==> src/rtl/request_fifo_with_remove_core_assert.svh <==
// Assertion macros for the request FIFO with remove.
// Each macro expects the signals clk and rst_n in the scope where it is used.
`ifndef REQUEST_FIFO_WITH_REMOVE_CORE_ASSERT_SVH
`define REQUEST_FIFO_WITH_REMOVE_CORE_ASSERT_SVH

`ifndef SYNTHESIS

// Same-cycle implication, checked at every rising edge outside reset.
`define RFR_ASSERT_IMP(lbl, ante, cons) \
  lbl: assert property (@(posedge clk) disable iff (!rst_n) (ante) |-> (cons)) \
    else $error("rfr assertion failed: same-cycle implication");

// Next-cycle implication, checked at every rising edge outside reset.
`define RFR_ASSERT_NEXT(lbl, ante, cons) \
  lbl: assert property (@(posedge clk) disable iff (!rst_n) (ante) |=> (cons)) \
    else $error("rfr assertion failed: next-cycle implication");

`else

`define RFR_ASSERT_IMP(lbl, ante, cons)
`define RFR_ASSERT_NEXT(lbl, ante, cons)

`endif

`endif

==> src/rtl/rfr_pkg.sv <==
// Shared types and codes for the request FIFO with remove.
// No dependencies; used by the channel interfaces and the core.
package rfr_pkg;

  // Fixed payload widths of the channels.
  localparam int MODE_W       = 2;
  localparam int HANDLE_W     = 32;
  localparam int STATUS_W     = 2;
  localparam int ENTRIES_W    = 5;

  typedef logic [MODE_W-1:0]    mode_t;
  typedef logic [HANDLE_W-1:0]  handle_t;
  typedef logic [STATUS_W-1:0]  status_t;
  typedef logic [ENTRIES_W-1:0] entries_t;

  // Operation codes.
  localparam mode_t MODE_ENQ    = 2'd0;
  localparam mode_t MODE_DEQ    = 2'd1;
  localparam mode_t MODE_REMOVE = 2'd2;

  // Result status codes.
  localparam status_t STATUS_OK        = 2'd0;
  localparam status_t STATUS_EMPTY     = 2'd1;
  localparam status_t STATUS_NOT_FOUND = 2'd2;
  localparam status_t STATUS_FULL      = 2'd3;

endpackage

==> src/rtl/rfr_if.sv <==
// Valid/ready channel interfaces for the request FIFO with remove.
// Depends on rfr_pkg for the payload types.
interface rfr_in_if;
  import rfr_pkg::*;

  logic    valid;
  logic    ready;
  mode_t   mode;
  handle_t handle;
  logic    discard;

  modport source (output valid, output mode, output handle, output discard, input ready);
  modport sink   (input valid, input mode, input handle, input discard, output ready);
endinterface

interface rfr_out_if;
  import rfr_pkg::*;

  logic     valid;
  logic     ready;
  status_t  status;
  handle_t  handle_out;
  entries_t entries_held;

  modport source (output valid, output status, output handle_out, output entries_held,
                  input ready);
  modport sink   (input valid, input status, input handle_out, input entries_held,
                  output ready);
endinterface

==> src/rtl/request_fifo_with_remove_core.sv <==
// Request FIFO with remove-by-handle: sequencer around one circular-buffer memory.
// Depends on rfr_pkg, the rfr_in_if/rfr_out_if interfaces and the assertion header.
//
// Usage:
//   in_ch carries one operation per item: enqueue a handle, dequeue the head
//   (returning it, or dropping it when discard is set), or remove the first
//   entry equal to a handle. out_ch returns exactly one item per operation
//   with a status, the dequeued handle (zero otherwise) and the entry count.
//   Each operation passes a start state and then a finish state, which loads
//   the output register; a dequeue that finds an entry also passes a state
//   that takes the head data. Remove compares the entries in turn from the
//   head until it finds the handle or passes the last entry, then moves each
//   later entry up to close the gap; a match at the head or tail closes at
//   once. The walk reads the one memory read port once per cycle.
//   A new item is accepted once the previous one has left the sequencer, even
//   while its result still waits in the output register.
//   Reset empties the queue; the memory contents are not cleared.
//   When out_ch is stalled, a finished result waits in the sequencer until the
//   output register frees up; in_ch stays blocked until then.
`include "request_fifo_with_remove_core_assert.svh"

module request_fifo_with_remove_core #(
  parameter int DEPTH       = 16,
  parameter int HANDLE_BITS = 32
) (
  input logic clk,
  input logic rst_n,
  rfr_in_if.sink    in_ch,
  rfr_out_if.source out_ch
);
  import rfr_pkg::*;

  localparam int PTR_W = (DEPTH > 1) ? $clog2(DEPTH) : 1;
  localparam int CNT_W = $clog2(DEPTH + 1);

  typedef logic [PTR_W-1:0]       ptr_t;
  typedef logic [CNT_W-1:0]       cnt_t;
  typedef logic [HANDLE_BITS-1:0] slot_t;

  typedef enum logic [2:0] {
    S_IDLE,
    S_START,
    S_DEQ,
    S_SCAN,
    S_SHIFT,
    S_FIN
  } state_t;

  // Circular increment of a memory pointer.
  function automatic ptr_t ptr_next(input ptr_t p);
    return (p == PTR_W'(DEPTH - 1)) ? '0 : ptr_t'(p + 1'b1);
  endfunction

  state_t   state_r;
  cnt_t     count_r;
  ptr_t     head_r;
  ptr_t     tail_r;
  ptr_t     walk_ptr_r;
  ptr_t     walk_idx_r;
  ptr_t     dst_ptr_r;
  mode_t    mode_r;
  slot_t    key_r;
  logic     drop_r;
  status_t  res_status_r;
  handle_t  res_handle_r;
  logic     out_valid_r;
  status_t  out_status_r;
  handle_t  out_handle_r;
  entries_t out_entries_r;

  slot_t mem [DEPTH];
  slot_t rd_data_r;
  ptr_t  rd_addr;
  logic  wr_en;
  ptr_t  wr_addr;
  slot_t wr_data;

  logic walk_last;
  logic walking;
  logic out_free;

  // The entry in flight is the last one held.
  assign walk_last = (CNT_W'(walk_idx_r) + CNT_W'(1)) == count_r;
  assign walking   = (state_r == S_SCAN) || (state_r == S_SHIFT);
  assign out_free  = !out_valid_r || out_ch.ready;

  assign in_ch.ready         = (state_r == S_IDLE);
  assign out_ch.valid        = out_valid_r;
  assign out_ch.status       = out_status_r;
  assign out_ch.handle_out   = out_handle_r;
  assign out_ch.entries_held = out_entries_r;

  // Memory port control. The sequencer handles one access pair per cycle; a write comes
  // with the read in the enqueue start and in the gap close, where it goes two slots behind.
  always_comb begin
    rd_addr = ptr_next(walk_ptr_r);
    wr_en   = 1'b0;
    wr_addr = tail_r;
    wr_data = key_r;
    case (state_r)
      S_START: begin
        rd_addr = head_r;
        wr_en   = (mode_r == MODE_ENQ) && (count_r != CNT_W'(DEPTH));
      end
      S_SHIFT: begin
        wr_en   = 1'b1;
        wr_addr = dst_ptr_r;
        wr_data = rd_data_r;
      end
      default: begin
        rd_addr = ptr_next(walk_ptr_r);
      end
    endcase
  end

  // Slot memory with one write port and a registered read port.
  always_ff @(posedge clk) begin
    if (wr_en) begin
      mem[wr_addr] <= wr_data;
    end
    rd_data_r <= mem[rd_addr];
  end

  // Sequencer, queue pointers and output register.
  always_ff @(posedge clk) begin
    if (!rst_n) begin
      state_r     <= S_IDLE;
      count_r     <= '0;
      head_r      <= '0;
      tail_r      <= '0;
      out_valid_r <= 1'b0;
    end else begin
      // A taken result leaves the output register unless a new one replaces it.
      if (out_ch.valid && out_ch.ready && (state_r != S_FIN)) begin
        out_valid_r <= 1'b0;
      end
      case (state_r)
        S_IDLE: begin
          if (in_ch.valid) begin
            mode_r       <= in_ch.mode;
            key_r        <= HANDLE_BITS'(in_ch.handle);
            drop_r       <= in_ch.discard;
            res_status_r <= STATUS_OK;
            res_handle_r <= '0;
            state_r      <= S_START;
          end
        end
        S_START: begin
          case (mode_r)
            MODE_ENQ: begin
              if (count_r == CNT_W'(DEPTH)) begin
                res_status_r <= STATUS_FULL;
              end else begin
                tail_r  <= ptr_next(tail_r);
                count_r <= count_r + CNT_W'(1);
              end
              state_r <= S_FIN;
            end
            MODE_DEQ: begin
              if (count_r == '0) begin
                res_status_r <= STATUS_EMPTY;
                state_r      <= S_FIN;
              end else begin
                state_r <= S_DEQ;
              end
            end
            MODE_REMOVE: begin
              if (count_r == '0) begin
                res_status_r <= STATUS_EMPTY;
                state_r      <= S_FIN;
              end else begin
                walk_ptr_r <= head_r;
                walk_idx_r <= '0;
                state_r    <= S_SCAN;
              end
            end
            default: begin
              state_r <= S_FIN;
            end
          endcase
        end
        S_DEQ: begin
          // Head data arrived from the read issued in the start cycle.
          if (!drop_r) begin
            res_handle_r <= HANDLE_W'(rd_data_r);
          end
          head_r  <= ptr_next(head_r);
          count_r <= count_r - CNT_W'(1);
          state_r <= S_FIN;
        end
        S_SCAN: begin
          // Compare the entry in flight while the next one is being read.
          if (rd_data_r == key_r) begin
            if (walk_last) begin
              tail_r  <= walk_ptr_r;
              count_r <= count_r - CNT_W'(1);
              state_r <= S_FIN;
            end else if (walk_idx_r == '0) begin
              head_r  <= ptr_next(head_r);
              count_r <= count_r - CNT_W'(1);
              state_r <= S_FIN;
            end else begin
              dst_ptr_r  <= walk_ptr_r;
              walk_ptr_r <= ptr_next(walk_ptr_r);
              walk_idx_r <= walk_idx_r + 1'b1;
              state_r    <= S_SHIFT;
            end
          end else if (walk_last) begin
            res_status_r <= STATUS_NOT_FOUND;
            state_r      <= S_FIN;
          end else begin
            walk_ptr_r <= ptr_next(walk_ptr_r);
            walk_idx_r <= walk_idx_r + 1'b1;
          end
        end
        S_SHIFT: begin
          // Each later entry moves one slot toward the head.
          if (walk_last) begin
            tail_r  <= walk_ptr_r;
            count_r <= count_r - CNT_W'(1);
            state_r <= S_FIN;
          end else begin
            dst_ptr_r  <= walk_ptr_r;
            walk_ptr_r <= ptr_next(walk_ptr_r);
            walk_idx_r <= walk_idx_r + 1'b1;
          end
        end
        S_FIN: begin
          if (out_free) begin
            out_valid_r   <= 1'b1;
            out_status_r  <= res_status_r;
            out_handle_r  <= res_handle_r;
            out_entries_r <= ENTRIES_W'(count_r);
            state_r       <= S_IDLE;
          end
        end
        default: begin
          state_r <= S_IDLE;
        end
      endcase
    end
  end

  // The queue never holds more than DEPTH entries.
  `RFR_ASSERT_IMP(a_count_bound, 1'b1, count_r <= CNT_W'(DEPTH))

  // The walk never runs past the last held entry.
  `RFR_ASSERT_IMP(a_walk_bound, walking, walk_last || (CNT_W'(walk_idx_r) < count_r))

  // The entry count only changes while an operation is being executed.
  `RFR_ASSERT_NEXT(a_count_quiet, (state_r == S_IDLE) || (state_r == S_FIN), count_r == $past(count_r))

endmodule

==> src/flat_wrapper.sv <==
// flat-port wrapper written by rule: the top's interface ports become plain ports
module request_fifo_with_remove_core_flat import rfr_pkg::*;
#(
  parameter int DEPTH       = 16,
  parameter int HANDLE_BITS = 32
)
  (clk, rst_n, in_ch_valid, in_ch_mode, in_ch_handle, in_ch_discard, in_ch_ready, out_ch_valid, out_ch_status, out_ch_handle_out, out_ch_entries_held, out_ch_ready);
  rfr_in_if in_ch_i ();
  rfr_out_if out_ch_i ();
  input logic clk;
  input logic rst_n;
  input wire logic [$bits(in_ch_i.valid)-1:0] in_ch_valid;
  input wire logic [$bits(in_ch_i.mode)-1:0] in_ch_mode;
  input wire logic [$bits(in_ch_i.handle)-1:0] in_ch_handle;
  input wire logic [$bits(in_ch_i.discard)-1:0] in_ch_discard;
  output wire logic [$bits(in_ch_i.ready)-1:0] in_ch_ready;
  output wire logic [$bits(out_ch_i.valid)-1:0] out_ch_valid;
  output wire logic [$bits(out_ch_i.status)-1:0] out_ch_status;
  output wire logic [$bits(out_ch_i.handle_out)-1:0] out_ch_handle_out;
  output wire logic [$bits(out_ch_i.entries_held)-1:0] out_ch_entries_held;
  input wire logic [$bits(out_ch_i.ready)-1:0] out_ch_ready;
  assign in_ch_i.valid = in_ch_valid;
  assign in_ch_i.mode = in_ch_mode;
  assign in_ch_i.handle = in_ch_handle;
  assign in_ch_i.discard = in_ch_discard;
  assign in_ch_ready = in_ch_i.ready;
  assign out_ch_valid = out_ch_i.valid;
  assign out_ch_status = out_ch_i.status;
  assign out_ch_handle_out = out_ch_i.handle_out;
  assign out_ch_entries_held = out_ch_i.entries_held;
  assign out_ch_i.ready = out_ch_ready;
  request_fifo_with_remove_core #(.DEPTH(DEPTH), .HANDLE_BITS(HANDLE_BITS)) u_core (.clk(clk), .rst_n(rst_n), .in_ch(in_ch_i), .out_ch(out_ch_i));
endmodule
==> config.mk <==
export PLATFORM = sky130hd
export DESIGN_NAME = request_fifo_with_remove_core_flat
export DESIGN_NICKNAME = d
export VERILOG_FILES = /design/src/rtl/rfr_pkg.sv /design/src/rtl/rfr_if.sv /design/src/rtl/request_fifo_with_remove_core.sv /design/src/flat_wrapper.sv
export VERILOG_INCLUDE_DIRS = /design/src /design/src/rtl
export SDC_FILE = /design/constraint.sdc
export NUM_CORES = 1
export LEC_CHECK = 0
export ABC_AREA = 1
export BUFFER_PORTS_ARGS = -buffer_cell sky130_fd_sc_hd__buf_2
export CORE_ASPECT_RATIO = 1.1
export CORE_MARGIN = 2
export CORE_UTILIZATION = 38
export DETAILED_ROUTE_END_ITERATION = 10
export RECOVER_POWER = 50
export SETUP_SLACK_MARGIN = 0.3
export SYNTH_ARGS = -nofsm -noshare
export SYNTH_HDL_FRONTEND = slang
export SYNTH_SLANG_ARGS = --single-unit
==> constraint.sdc <==
create_clock -name clk -period 5.3 [get_ports clk]
set_clock_uncertainty 0.15 [all_clocks]
set_input_delay 0.795 -clock clk [delete_from_list [all_inputs] [get_ports clk]]
set_output_delay 0.795 -clock clk [all_outputs]
set_load 0.05 [all_outputs]
==> results.py <==
metrics = {
    "power": {
        "irDropWorstVdd_uv": 491,
        "p_leak_nw": 11.9,
        "p_per_area_nw_per_um2": 530,
    },
    "cts": {
        "cts_buffers": 68,
        "root_buffer": "clkbuf_16",
        "cts_htree_levels": 3,
        "cts_sinks": 681,
        "cts_hold_buf": 0,
        "postCtsSetupBuffers": 0,
        "worstSkewPairLatency_ns": 0.61,
        "cts_buffer_depth": 3,
        "cts_resized": 0,
        "cts.clk_slew.worst_paths_ns": 0.06,
        "cts_tree": "yes",
    },
    "worst_setup_path": {
        "r2r_cells": 6,
        "r2r-start": "u_core.state_r[1]",
        "path_class": "primary input to flop",
        "startpoint_type": "primary input",
        "required_ns": 5.37,
        "cp.arrival_ns": 4.19,
        "reg2reg_slack_ns": 1.22,
        "crit_path_end_kind": "flop",
        "path_max_fanout": 21,
        "worstReg2RegEnd": "u_core.key_r[3]",
    },
    "drt": {
        "drc": 0,
        "routed_wl_um": 66500,
        "ant_nets": 0,
        "dr.pass1.iters": 7,
        "vias": 17627,
        "drt_iter0_drc": 1421,
        "post_drt_wl_per_cell_um": 19.2,
        "vias_per_cell": 5.08,
    },
    "final_layout": {
        "area_growth_pct": 12.3,
        "final_area_um2": 31700,
        "antenna_cells": 0,
        "drive_gt1_share_pct": 7.50,
        "nets": 2519,
    },
    "timing": {
        "layout_setup_ws_ns": 1.18,
        "finalSetupViolCount": 0,
        "fin_crit_ns": 4.12,
        "slew_headroom_pct": -70.4,
        "worst_pin_slew_ns": 2.55,
        "final-max-slew-violation-count": 146,
        "fin_setup_tns_ns": 0,
        "fmax_ghz": 0.243,
        "rsz0062_at_grt": "no",
        "fin_crit_sh_pct": 77.7,
        "hold_violations": 0,
    },
    "worst_hold_path": {
        "hold-path-endpoint": "u_core.key_r[4]",
        "holdPathStages": 1,
        "hp-class": "primary input to flop",
        "hp-start": "in_ch_handle[4]",
    },
    "place": {
        "dpl.hpwl_um": 40500,
        "place_congestion": 0.879,
        "io_buffers": 79,
        "post_dp_cell_area_um2": 29700,
        "post-place-ws_ns": 1.77,
    },
    "yosys": {
        "syn-num-nets": 2440,
        "synth-seq-area-share_pct": 70.7,
        "synth_edf_count": 632,
        "synth.distinct_cells": 45,
        "synth_top_cell_by_area": "edfxtp_1",
        "synth-seq-cells": 681,
        "synth_flop_cell": "edfxtp_1",
        "synth_top_area_share_pct": 67.2,
        "synth.top_cells.by_count": "edfxtp_1, inv_1, nand2_1, nand3_1, o21ai_0",
        "synth_area_um2": 28200,
        "yosysMostFrequentCell": "edfxtp_1",
        "yosysWarnings": 0,
        "synth_area_leaders": "edfxtp_1, inv_1, nand2_1",
        "avgSynthCellArea_um2": 11.8,
        "synthArstFlopShare_pct": 0,
        "syn_inst": 2389,
    },
    "floorplanning": {
        "coreArea_um2": 73400,
        "die-area_um2": 76500,
        "die_h_um": 290,
        "start_util_pct": 38.5,
        "ios": 80,
        "fp.dieW_um": 264,
        "rows": 104,
    },
    "outcome": {
        "violations": "capacitance limit, slew limit",
        "status": "complete, but fails checks",
    },
    "grt": {
        "antenna_found_initial": 4,
        "grt_max_degree": 208,
        "grt_overflow_total": 0,
        "grtUsageTotal_pct": 17.4,
        "grt_pass1_wl_um": 103000,
        "grt_pass1_vias": 17327,
    },
    "run": {
        "maxCapViolations": 5,
    },
}
[layout make-up]
type	count	area (um2)
Clock buffer	86	1850
Multi-Input combinational cell	1223	6370
Clock inverter	35	325
Timing Repair Buffer	127	634
Fill cell	6752	41700
Tap cell	954	1190
Sequential cell	681	20000
Inverter	367	1380
[critical path: stages]
cell and delay [ns]:
clkbuf_1 0.52, nand2_1 0.12, nor2_1 1.88, clkbuf_1 0.85
[cell families (layout without fill, tap and decap cells)]
| logic type | count (synthesis) | in the layout | share of synthesized area (%) |
|---|---|---|---|
| AOI/OAI and AO/OA | 472 | 472 | 9.75 |
| and+or+nand+nor | 704 | 704 | 10.7 |
| xor gates and xnor gates | 33 | 33 | 1.02 |
| DFF | 681 | 681 | 70.7 |
| muxes | 2 | 2 | 0.0753 |
| adders and majority gates | 12 | 12 | 0.558 |
| buffers and inverters | 485 | 615 | 7.23 |
[cell usage in the layout (no fill, tap or decap), types with 4 or more instances in the layout]
cell type,count
nor3_1,5
clkbuf_1,90
clkbuf_16,71
nor2_4,18
dfxtp_1,49
xor2_1,15
o21ai_1,14
nand4_1,7
o21ai_4,4
clkinv_1,14
xnor2_1,18
a21oi_1,146
nand3_1,215
inv_2,5
o21ai_0,163
bufinv_16,5
buf_12,4
a22oi_1,4
nand2_1,353
inv_1,359
clkinv_2,12
ha_1,11
buf_2,32
o211ai_1,131
edfxtp_1,632
nand2_2,7
buf_4,14
nor2_1,92
[where the power goes]
part,internal (mW),total [mW],switching [mW]
combinational,1.39,5.08,3.69
sequential,6.75,7.00,0.257
clock,2.73,4.74,2.01
total,10.9,16.8,5.96
[routing by layer]
metal	wire length (um)	track usage [%]	part of all wire, %
met1	28900	23.3	43
met3	3790	2.44	5.7
met5	13	0	0.020
met4	1820	6.17	2.7
met2	32000	28.9	48
[how the worst max path moves through the flow]
stage                      start                       endpoint  slack, ns  cells past startpoint
2_1_floorplan              rst_n  u_core.out_ch.entries_held[0]       0.93                      2
3_3_place_gp   u_core.state_r[1]               u_core.mem[9][2]       1.81                      9
3_5_place_dp   u_core.state_r[1]               u_core.mem[9][5]       1.77                      9
4_1_cts        u_core.state_r[1]              u_core.mem[9][12]       1.75                      9
5_1_grt        u_core.state_r[1]               u_core.key_r[14]       0.88                      6
6_report                   rst_n                u_core.key_r[3]       1.18                      4
[registers in the layout (all words and copies together), names as in the netlist]
| name | cells |
|---|---|
| u_core.out_ch.entries_held | 5 |
| u_core.out_ch.handle_out | 32 |
| u_core.head_r | 4 |
| u_core.walk_idx_r | 4 |
| u_core.out_ch.status | 2 |
| u_core.mem | 512 |
| u_core.res_handle_r | 32 |
| u_core.drop_r | 1 |
| u_core.walk_ptr_r | 4 |
| u_core.out_ch.valid | 1 |
| u_core.state_r | 3 |
| u_core.key_r | 32 |
| u_core.count_r | 5 |
| u_core.res_status_r | 2 |
| u_core.mode_r | 2 |
| u_core.tail_r | 4 |
| u_core.rd_data_r | 32 |
| u_core.dst_ptr_r | 4 |
[metrics by stage]
stage          hold WS (ns)  util, %  total power, mW  std cells
6_report              0.208     43.2             16.8       3473
5_1_grt               0.194     43.2             17.8       3473
4_1_cts               0.179     43.5             17.0       3472
3_5_place_dp          0.255     40.5             12.3       3351
3_3_place_gp          0.255     40.5             12.1       3351
2_1_floorplan         0.250        -             10.8       2389
Note: power is estimated with default switching activity, not from simulation.
